[config.mk]
export PLATFORM = sky130hd
export DESIGN_NAME = matp_ctrl
export DESIGN_NICKNAME = d
export VERILOG_FILES = /design/src/rtl/matp_pkg.sv /design/src/rtl/matp_ctrl.sv
export SDC_FILE = /design/constraint.sdc
export NUM_CORES = 1
export LEC_CHECK = 0
export BUFFER_PORTS_ARGS = -buffer_cell sky130_fd_sc_hd__buf_2
export CAP_MARGIN = 15
export CORE_MARGIN = 4
export CORE_UTILIZATION = 40
export DETAILED_ROUTE_END_ITERATION = 7
export PLACE_DENSITY = 0.67
export SLEW_MARGIN = 20
export SYNTH_ARGS = -nofsm -noshare
export SYNTH_HDL_FRONTEND = slang
export SYNTH_SLANG_ARGS = --single-unit
[constraint.sdc]
create_clock -name clk -period 1.7 [get_ports clk]
set_input_delay 0.17 -clock clk [delete_from_list [all_inputs] [get_ports clk]]
set_output_delay 0.17 -clock clk [all_outputs]
set_load 0.05 [all_outputs]
[src/rtl/matp_pkg.sv]
// Shared types and constants for the medial-axis thinning pass.
// Holds the request codes, field widths and the controller/datapath command and status structs.
// No dependencies.
package matp_pkg;

  // Default store dimensions, handed to the top-level parameters.
  localparam int MAX_WIDTH_DEF  = 256;
  localparam int MAX_HEIGHT_DEF = 256;

  // Fixed field widths.
  localparam int ROW_W      = 8;
  localparam int COL_W      = 8;
  localparam int CFG_W      = 9;
  localparam int CODE_W     = 9;
  localparam int KEEP_DEPTH = 512;
  localparam int S_TDATA_W  = 32;
  localparam int S_TUSER_W  = 2;
  localparam int M_TDATA_W  = 16;
  localparam int M_TUSER_W  = 1;
  localparam int CFG_IDX_W  = 1;

  // Configuration register indexes.
  localparam logic [CFG_IDX_W-1:0] REG_IMAGE_WIDTH  = 1'd0;
  localparam logic [CFG_IDX_W-1:0] REG_IMAGE_HEIGHT = 1'd1;

  // Request kinds carried in tuser.
  typedef enum logic [1:0] {
    REQ_LOAD_PIXEL = 2'd0,
    REQ_LOAD_TABLE = 2'd1,
    REQ_THIN       = 2'd2,
    REQ_READ       = 2'd3
  } req_t;

  // Row of the 3x3 window relative to the centre pixel.
  typedef enum logic [1:0] {
    ROW_ABOVE  = 2'd0,
    ROW_CENTRE = 2'd1,
    ROW_BELOW  = 2'd2
  } row_sel_t;

  // Commands from the controller to the datapath.
  typedef struct packed {
    logic     latch;
    logic     init_res;
    row_sel_t row_sel;
    logic     cap_en;
    row_sel_t cap_row;
    logic     cap_read;
    logic     pix_we;
    logic     wb_we;
    logic     keep_we;
    logic     out_load;
  } cmd_t;

  // Status from the datapath to the controller.
  typedef struct packed {
    req_t req;
    logic pos_err;
    logic out_free;
  } stat_t;

endpackage

[src/rtl/matp_ctrl.sv]
// Controller state machine for the medial-axis thinning pass.
// Sequences loads, reads and the three-row window fetch; depends on matp_pkg.
module matp_ctrl
  import matp_pkg::*;
(
  input  logic  clk,
  input  logic  rst,
  input  logic  in_valid,
  output logic  in_ready,
  input  stat_t stat,
  output cmd_t  cmd
);

  typedef enum logic [8:0] {
    S_IDLE   = 9'b000000001,
    S_DECODE = 9'b000000010,
    S_ROW0   = 9'b000000100,
    S_ROW1   = 9'b000001000,
    S_ROW2   = 9'b000010000,
    S_LOOK   = 9'b000100000,
    S_WB     = 9'b001000000,
    S_RDCAP  = 9'b010000000,
    S_DONE   = 9'b100000000
  } state_t;

  state_t state, state_next;

  assign in_ready = (state == S_IDLE);

  // State register.
  always_ff @(posedge clk) begin
    if (rst) begin
      state <= S_IDLE;
    end else begin
      state <= state_next;
    end
  end

  // Next state and commands.
  always_comb begin
    state_next = state;
    cmd        = '0;
    cmd.row_sel = ROW_CENTRE;
    cmd.cap_row = ROW_CENTRE;
    case (state)
      S_IDLE: begin
        if (in_valid) begin
          cmd.latch  = 1'b1;
          state_next = S_DECODE;
        end
      end
      S_DECODE: begin
        cmd.init_res = 1'b1;
        if (stat.req == REQ_LOAD_TABLE) begin
          cmd.keep_we = 1'b1;
          state_next  = S_DONE;
        end else if (stat.pos_err) begin
          state_next = S_DONE;
        end else begin
          case (stat.req)
            REQ_LOAD_PIXEL: begin
              cmd.pix_we = 1'b1;
              state_next = S_DONE;
            end
            REQ_READ: begin
              state_next = S_RDCAP;
            end
            REQ_THIN: begin
              cmd.row_sel = ROW_ABOVE;
              state_next  = S_ROW0;
            end
            default: begin
              state_next = S_DONE;
            end
          endcase
        end
      end
      // Capture each row in the state after its read is issued.
      S_ROW0: begin
        cmd.cap_en  = 1'b1;
        cmd.cap_row = ROW_ABOVE;
        cmd.row_sel = ROW_CENTRE;
        state_next  = S_ROW1;
      end
      S_ROW1: begin
        cmd.cap_en  = 1'b1;
        cmd.cap_row = ROW_CENTRE;
        cmd.row_sel = ROW_BELOW;
        state_next  = S_ROW2;
      end
      S_ROW2: begin
        cmd.cap_en  = 1'b1;
        cmd.cap_row = ROW_BELOW;
        state_next  = S_LOOK;
      end
      S_LOOK: begin
        state_next = S_WB;
      end
      S_WB: begin
        cmd.wb_we  = 1'b1;
        state_next = S_DONE;
      end
      S_RDCAP: begin
        cmd.cap_read = 1'b1;
        state_next   = S_DONE;
      end
      S_DONE: begin
        if (stat.out_free) begin
          cmd.out_load = 1'b1;
          state_next   = S_IDLE;
        end
      end
      default: begin
        state_next = S_IDLE;
      end
    endcase
  end

endmodule

==> flow_metrics.env, run 1 <==
export IMPL_status="complete, but fails checks"
export IMPL_violations="negative setup slack"
export IMPL_finish_utilization_pct=82.8
export IMPL_grt_overflow=0
export IMPL_netlist_area_sq_um=559
export IMPL_drt_iter0_markers=11
export IMPL_period_share_pct=109
export IMPL_grt_pass1_vias=625
export IMPL_syn_inst=61
export IMPL_synth_top_family_by_area="simple AND/OR/NAND/NOR gates"
export IMPL_slew_headroom_pct=78.7
export IMPL_synth_flop_cell="dfxtp_1"
export IMPL_placedCellCount=102
export IMPL_rsz0062_at_grt="true"
export IMPL_critPathRequiredTime_ns=1.53
export IMPL_dieArea_sq_um=2060
export IMPL_area_growth_pct=92.6
export IMPL_die_h_um=45.4
export IMPL_clock_sinks=9
export IMPL_antenna_left=0
export IMPL_synth_commonest_cells="dfxtp_1, nand2_1, nor2_1, nor3b_1"
export IMPL_fillers=81
export IMPL_grt_max_degree=7
export IMPL_wl_mm=1.81
export IMPL_cts_tree="built"
export IMPL_instances_no_fill=118
export IMPL_maxCapViolCount=0
export IMPL_synthXorXnorAreaFrac_pct=4.70
export IMPL_synthDominantAreaCellType="dfxtp_1"
export IMPL_peakVddDrop_v=0.000638
export IMPL_r2r_start="state[7]"
export IMPL_top_register="state"
export IMPL_cts_root_buffer="clkbuf_4"
export IMPL_regArea_sq_um=198
export IMPL_power_leakage_nw=0.447
export IMPL_synthMuxAreaShare_pct=0
export IMPL_async_flop_share_pct=0
export IMPL_critPathCaptureType="output pin"
export IMPL_cts_buffer_depth=2
export IMPL_die_w_um=45.4
export IMPL_synthAdderAreaFrac_pct=0
export IMPL_worst_slack_ns=-0.157
export IMPL_synth_most_common_cell="dfxtp_1"
export IMPL_first_pass_iters=3
export IMPL_nNetsFinal=111
export IMPL_path_clk_slew_ns=0.06
export IMPL_period_minus_slack_ns=1.86
export IMPL_synth_avg_cell_area_sq_um=9.17
export IMPL_drc=0
export IMPL_core_area_sq_um=1300
export IMPL_cts_hold_buf=0
export IMPL_critPathArrivalTime_ns=1.69
export IMPL_tightest_slew_ns=0.314
export IMPL_drive_gt1_share_pct=68.9
export IMPL_initial_core_util_pct=43.0
export IMPL_finalHoldViolCount=0
export IMPL_finalSetupTns_ns=-0.796
export IMPL_synth_compound_area_share_pct=6.26
export IMPL_syn_nets=68
export IMPL_slew_viol_final=0
export IMPL_power_uw=616
export IMPL_cts_made_buffers=3
export IMPL_seq_area_frac_synth_pct=32.2
export IMPL_htree_levels=1
export IMPL_pre_cts_ws_ns=0.0516
export IMPL_largestRegisters="state: 9 flops"
export IMPL_worstSkewPairLatency_ns=0.26
export IMPL_dr_total_vias=633
export IMPL_multi_input_area_sq_um=452
export IMPL_rows=13
export IMPL_grt_usage_pct=18.5
export IMPL_io_pins=20
export IMPL_skew_ns=0.000866
export IMPL_min_from="rst"
export IMPL_ys_warn_count=0
export IMPL_setup_violations=11
export IMPL_netlist_top_cells_area="dfxtp_1, nor3b_1, nor4_2"
export IMPL_port_buffers=19
export IMPL_fmax_mhz=538
export IMPL_p_per_area_nw_per_um2=572
export IMPL_antennaDiodeCount=0
export IMPL_setup_worst_path_start="state[7]"
export IMPL_largest_reg_flops=9
export IMPL_hpwl_mm=1.12
export IMPL_start_kind="flip-flop"
export IMPL_antenna_found_initial=0
export IMPL_gp_congestion=0.759
export IMPL_wl_per_cell_um=15.4
export IMPL_avgViaCountPerCell=5.36
export IMPL_path_class="flip-flop to output pin"
export IMPL_worst_path_max_fanout=3
export IMPL_synth_seq_cells=9
export IMPL_grt_pass1_wl_mm=2.59
export IMPL_synthSimpleGateAreaFrac_pct=51.5
export IMPL_synth_edf_count=0
export IMPL_hold_path_class="input port to flip-flop"
export IMPL_yosys_area_top_type_share_pct=32.2
export IMPL_synth_cell_type_count=30
==> worst max-delay path, stage by stage (launching register included) <==
cell and delay, ns:
dfxtp_4 0.35, nor4_4 0.35, buf_4 0.18, and4b_2 0.23, and2_4 0.16, buf_8 0.14
==> cell usage in the layout (no fill, tap or decap), types with 2 or more instances in the layout <==
cell	Yosys	layout
buf_4	1	18
buf_6	1	11
buf_2	0	6
nor4_4	1	4
nor2_1	5	4
buf_8	0	4
dfxtp_4	0	4
nand2_1	6	3
nand3_1	3	3
clkbuf_4	0	3
dfxtp_1	9	3
nor3b_2	0	2
xnor2_1	2	2
nor3_2	0	2
nand4b_1	2	2
nand2_2	0	2
nor3b_1	5	2
dfxtp_2	0	2
==> per-layer routing <==
metal	track usage (%)	wire length [um]	share of wire (%)
met1	18.3	742	41
met2	32.0	942	52
met3	6.32	88	4.9
met4	12.3	39	2.2
met5	0	0	0
==> final timing paths <==
check                           cells past startpoint  slack (ns)        to
worst min register to register                      1        0.54  state[3]
worst max register to register                      6        0.14  state[1]
worst max-delay path                                5       -0.16   cmd[11]
worst min-delay path                                2        0.11  state[7]
==> stage by stage <==
step / instance area, sq um / hold WS [ns]
finish: 1080 / 0.115
global route: 1080 / 0.105
CTS: 986 / 0.128
detailed placement: 769 / 0.394
global placement: 769 / 0.393
floorplan: 607 / 0.241
==> what timing repair did <==
item | 4_1_cts | 5_1_grt
resized for setup | 37 | 17
setup buffers | 7 | 5
endpoints found under the setup margin | 13 | 14
pin swaps | 10 | 8
==> logic make-up after synthesis <==
group / Yosys count
simple gates: 39
flops: 9
compound gates: 5
buf+inv: 5
xor+xnor: 3
==> power breakdown <==
| part | total (mW) | leakage [nW] | internal [mW] | switching (mW) |
|---|---|---|---|---|
| Sequential | 0.234 | 0.0764 | 0.216 | 0.0184 |
| Combinational | 0.219 | 0.356 | 0.111 | 0.107 |
| Clock | 0.163 | 0.0150 | 0.0903 | 0.0727 |
==> final cells by class <==
class                   count  share of cell area (%)
well taps                  15                    1.74
inverters                   3                    1.28
clock buffers               4                    2.44
repair buffers             40                    34.3
flip-flops and latches      9                    18.4
multi-input cells          47                    41.9
No activity file was read; power rests on OpenSTA's default activity.
==> run 2: changes to the inputs <==
--- a/config.mk
+++ b/config.mk
@@ -10,7 +10,8 @@
 export CORE_MARGIN = 4
 export CORE_UTILIZATION = 40
 export DETAILED_ROUTE_END_ITERATION = 7
-export PLACE_DENSITY = 0.67
+export PLACE_DENSITY = 0.68
+export RECOVER_POWER = 25
 export SLEW_MARGIN = 20
 export SYNTH_ARGS = -nofsm -noshare
 export SYNTH_HDL_FRONTEND = slang
==> run 2 against run 1 <==
Against the previous run: the flow still finishes with violations (negative setup slack); final cell count increased by 0.85%; global-route usage rose by 0.65 points; power is 2.1% higher; non-clock buffer count is 1 higher; sequential power fell by 5%; worst hold slack got worse by 0.018 ns; die area unchanged; register-to-register slack got worse by 0.05 ns; highest routed layer unchanged; clock skew grew 0.0037 ns; largest cell class unchanged; flip-flop and latch count unchanged; clock-buffer cell count fell by 1; worst setup slack lost 0.0026 ns.
==> flow_metrics.env, run 2 (synthesized netlist as in run 1, its figures left out) <==
export IMPL_power_uw=629
export IMPL_hpwl_mm=1.20
export IMPL_worst_path_max_fanout=3
export IMPL_antenna_left=0
export IMPL_cts_made_buffers=3
export IMPL_status="complete, but fails checks"
export IMPL_nNetsFinal=112
export IMPL_period_minus_slack_ns=1.86
export IMPL_peakVddDrop_v=0.000621
export IMPL_power_leakage_nw=0.449
export IMPL_slowest_stage="nor4_4"
export IMPL_worstSkewPairLatency_ns=0.27
export IMPL_finalHoldViolCount=0
export IMPL_finalSetupTns_ns=-0.867
export IMPL_multi_input_area_sq_um=453
export IMPL_avgViaCountPerCell=5.13
export IMPL_fillers=89
export IMPL_layout_common_cells="buf_4, buf_6, buf_2"
export IMPL_grt_pass1_wl_mm=2.84
export IMPL_port_buffers=19
export IMPL_worst_slack_ns=-0.160
export IMPL_placed_area_sq_um=777
export IMPL_fin_area_sq_um=1060
export IMPL_die_w_um=45.4
export IMPL_wl_per_cell_um=15.2
export IMPL_drc=0
export IMPL_final_common_cell="buf_4"
export IMPL_die_h_um=45.4
export IMPL_drt_iter0_markers=8
export IMPL_hold_slack_ns=0.0970
export IMPL_slew_headroom_pct=75.3
export IMPL_critPathRequiredTime_ns=1.53
export IMPL_tightest_slew_ns=0.366
export IMPL_core_area_sq_um=1300
export IMPL_gp_congestion=0.756
export IMPL_cts_hold_buf=0
export IMPL_cts_root_buffer="clkbuf_4"
export IMPL_r2r_slack_ns=0.09
export IMPL_top_register="state"
export IMPL_grt_pass1_vias=658
export IMPL_dr_total_vias=610
export IMPL_wl_mm=1.80
export IMPL_setup_violations=10
export IMPL_rsz0062_at_grt="true"
export IMPL_crit_chain="nor4_4 -> buf_4 -> and4b_2 -> and2_4 -> buf_8"
export IMPL_critPathCaptureType="output pin"
export IMPL_grt_usage_pct=19.1
export IMPL_skew_ns=0.00453
export IMPL_critPathArrivalTime_ns=1.69
export IMPL_antennaDiodeCount=0
export IMPL_area_growth_pct=90.2
export IMPL_dieArea_sq_um=2060
export IMPL_path_class="flip-flop to output pin"
export IMPL_path_clk_slew_ns=0.06
export IMPL_slowest_delay_ns=0.37
export IMPL_rows=13
export IMPL_cts_tree="built"
export IMPL_cts_buffer_depth=2
export IMPL_grt_overflow=0
export IMPL_largest_reg_flops=9
export IMPL_largestRegisters="state: 9 flops"
export IMPL_initial_core_util_pct=43.0
export IMPL_hold_path_class="input port to flip-flop"
export IMPL_io_pins=20
export IMPL_drive_gt1_share_pct=67.3
export IMPL_first_pass_iters=2
export IMPL_htree_levels=1
export IMPL_antenna_found_initial=0
export IMPL_regArea_sq_um=185
export IMPL_violations="negative setup slack"
export IMPL_finish_utilization_pct=81.7
export IMPL_maxCapViolCount=0
export IMPL_fmax_mhz=538
export IMPL_clock_sinks=9
export IMPL_start_kind="flip-flop"
export IMPL_period_share_pct=109
export IMPL_p_per_area_nw_per_um2=591
export IMPL_slew_viol_final=0
export IMPL_grt_max_degree=8
-- run 2: power breakdown --
part / internal, mW / switching (mW)
registers: 0.218 / 0.00570
logic: 0.111 / 0.120
clock network: 0.0871 / 0.0867
total: 0.416 / 0.213
-- run 2: area by class of cell --
type | count | area share (%)
Tap cell | 15 | 1.76
Clock inverter | 1 | 0.471
Sequential cell | 9 | 17.4
Inverter | 3 | 1.06
Timing Repair Buffer | 41 | 34.6
Multi-Input combinational cell | 47 | 42.6
Clock buffer | 3 | 2.12
-- run 2: repair_timing --
item	CTS	global route
gates resized for setup	32	17
buffers inserted	7	5
pin swaps	10	6
setup endpoints to repair	13	13
-- run 2: per-layer routing --
| layer | vias up | track usage (%) | part of all wire, % |
|---|---|---|---|
| li1 | 308 | - | - |
| met1 | 282 | 22.4 | 39 |
| met2 | 18 | 33.4 | 56 |
| met3 | 2 | 3.16 | 4.4 |
| met4 | 0 | 8.77 | 0.44 |
| met5 | - | 0 | 0 |
-- run 2: worst max-delay path: cells and delay by family (launching register included) --
kind,cells,cell delay (ns)
simple gates,3,0.76
flops,1,0.34
buf+inv,2,0.32
-- run 2: through the flow --
step / instances / setup slack [ns]
floorplan: 61 / -0.0925
global placement: 103 / 0.000261
detailed placement: 103 / -0.0289
CTS: 114 / -0.167
global route: 119 / -0.223
finish: 119 / -0.160
-- run 2: final timing paths --
kind / depth (start not counted) / endpoint / startpoint
worst min register to register: 2 / state[6] / state[5]
worst max-delay path: 5 / cmd[11] / state[7]
worst min-delay path: 2 / state[7] / rst
worst max register to register: 5 / state[2] / state[7]
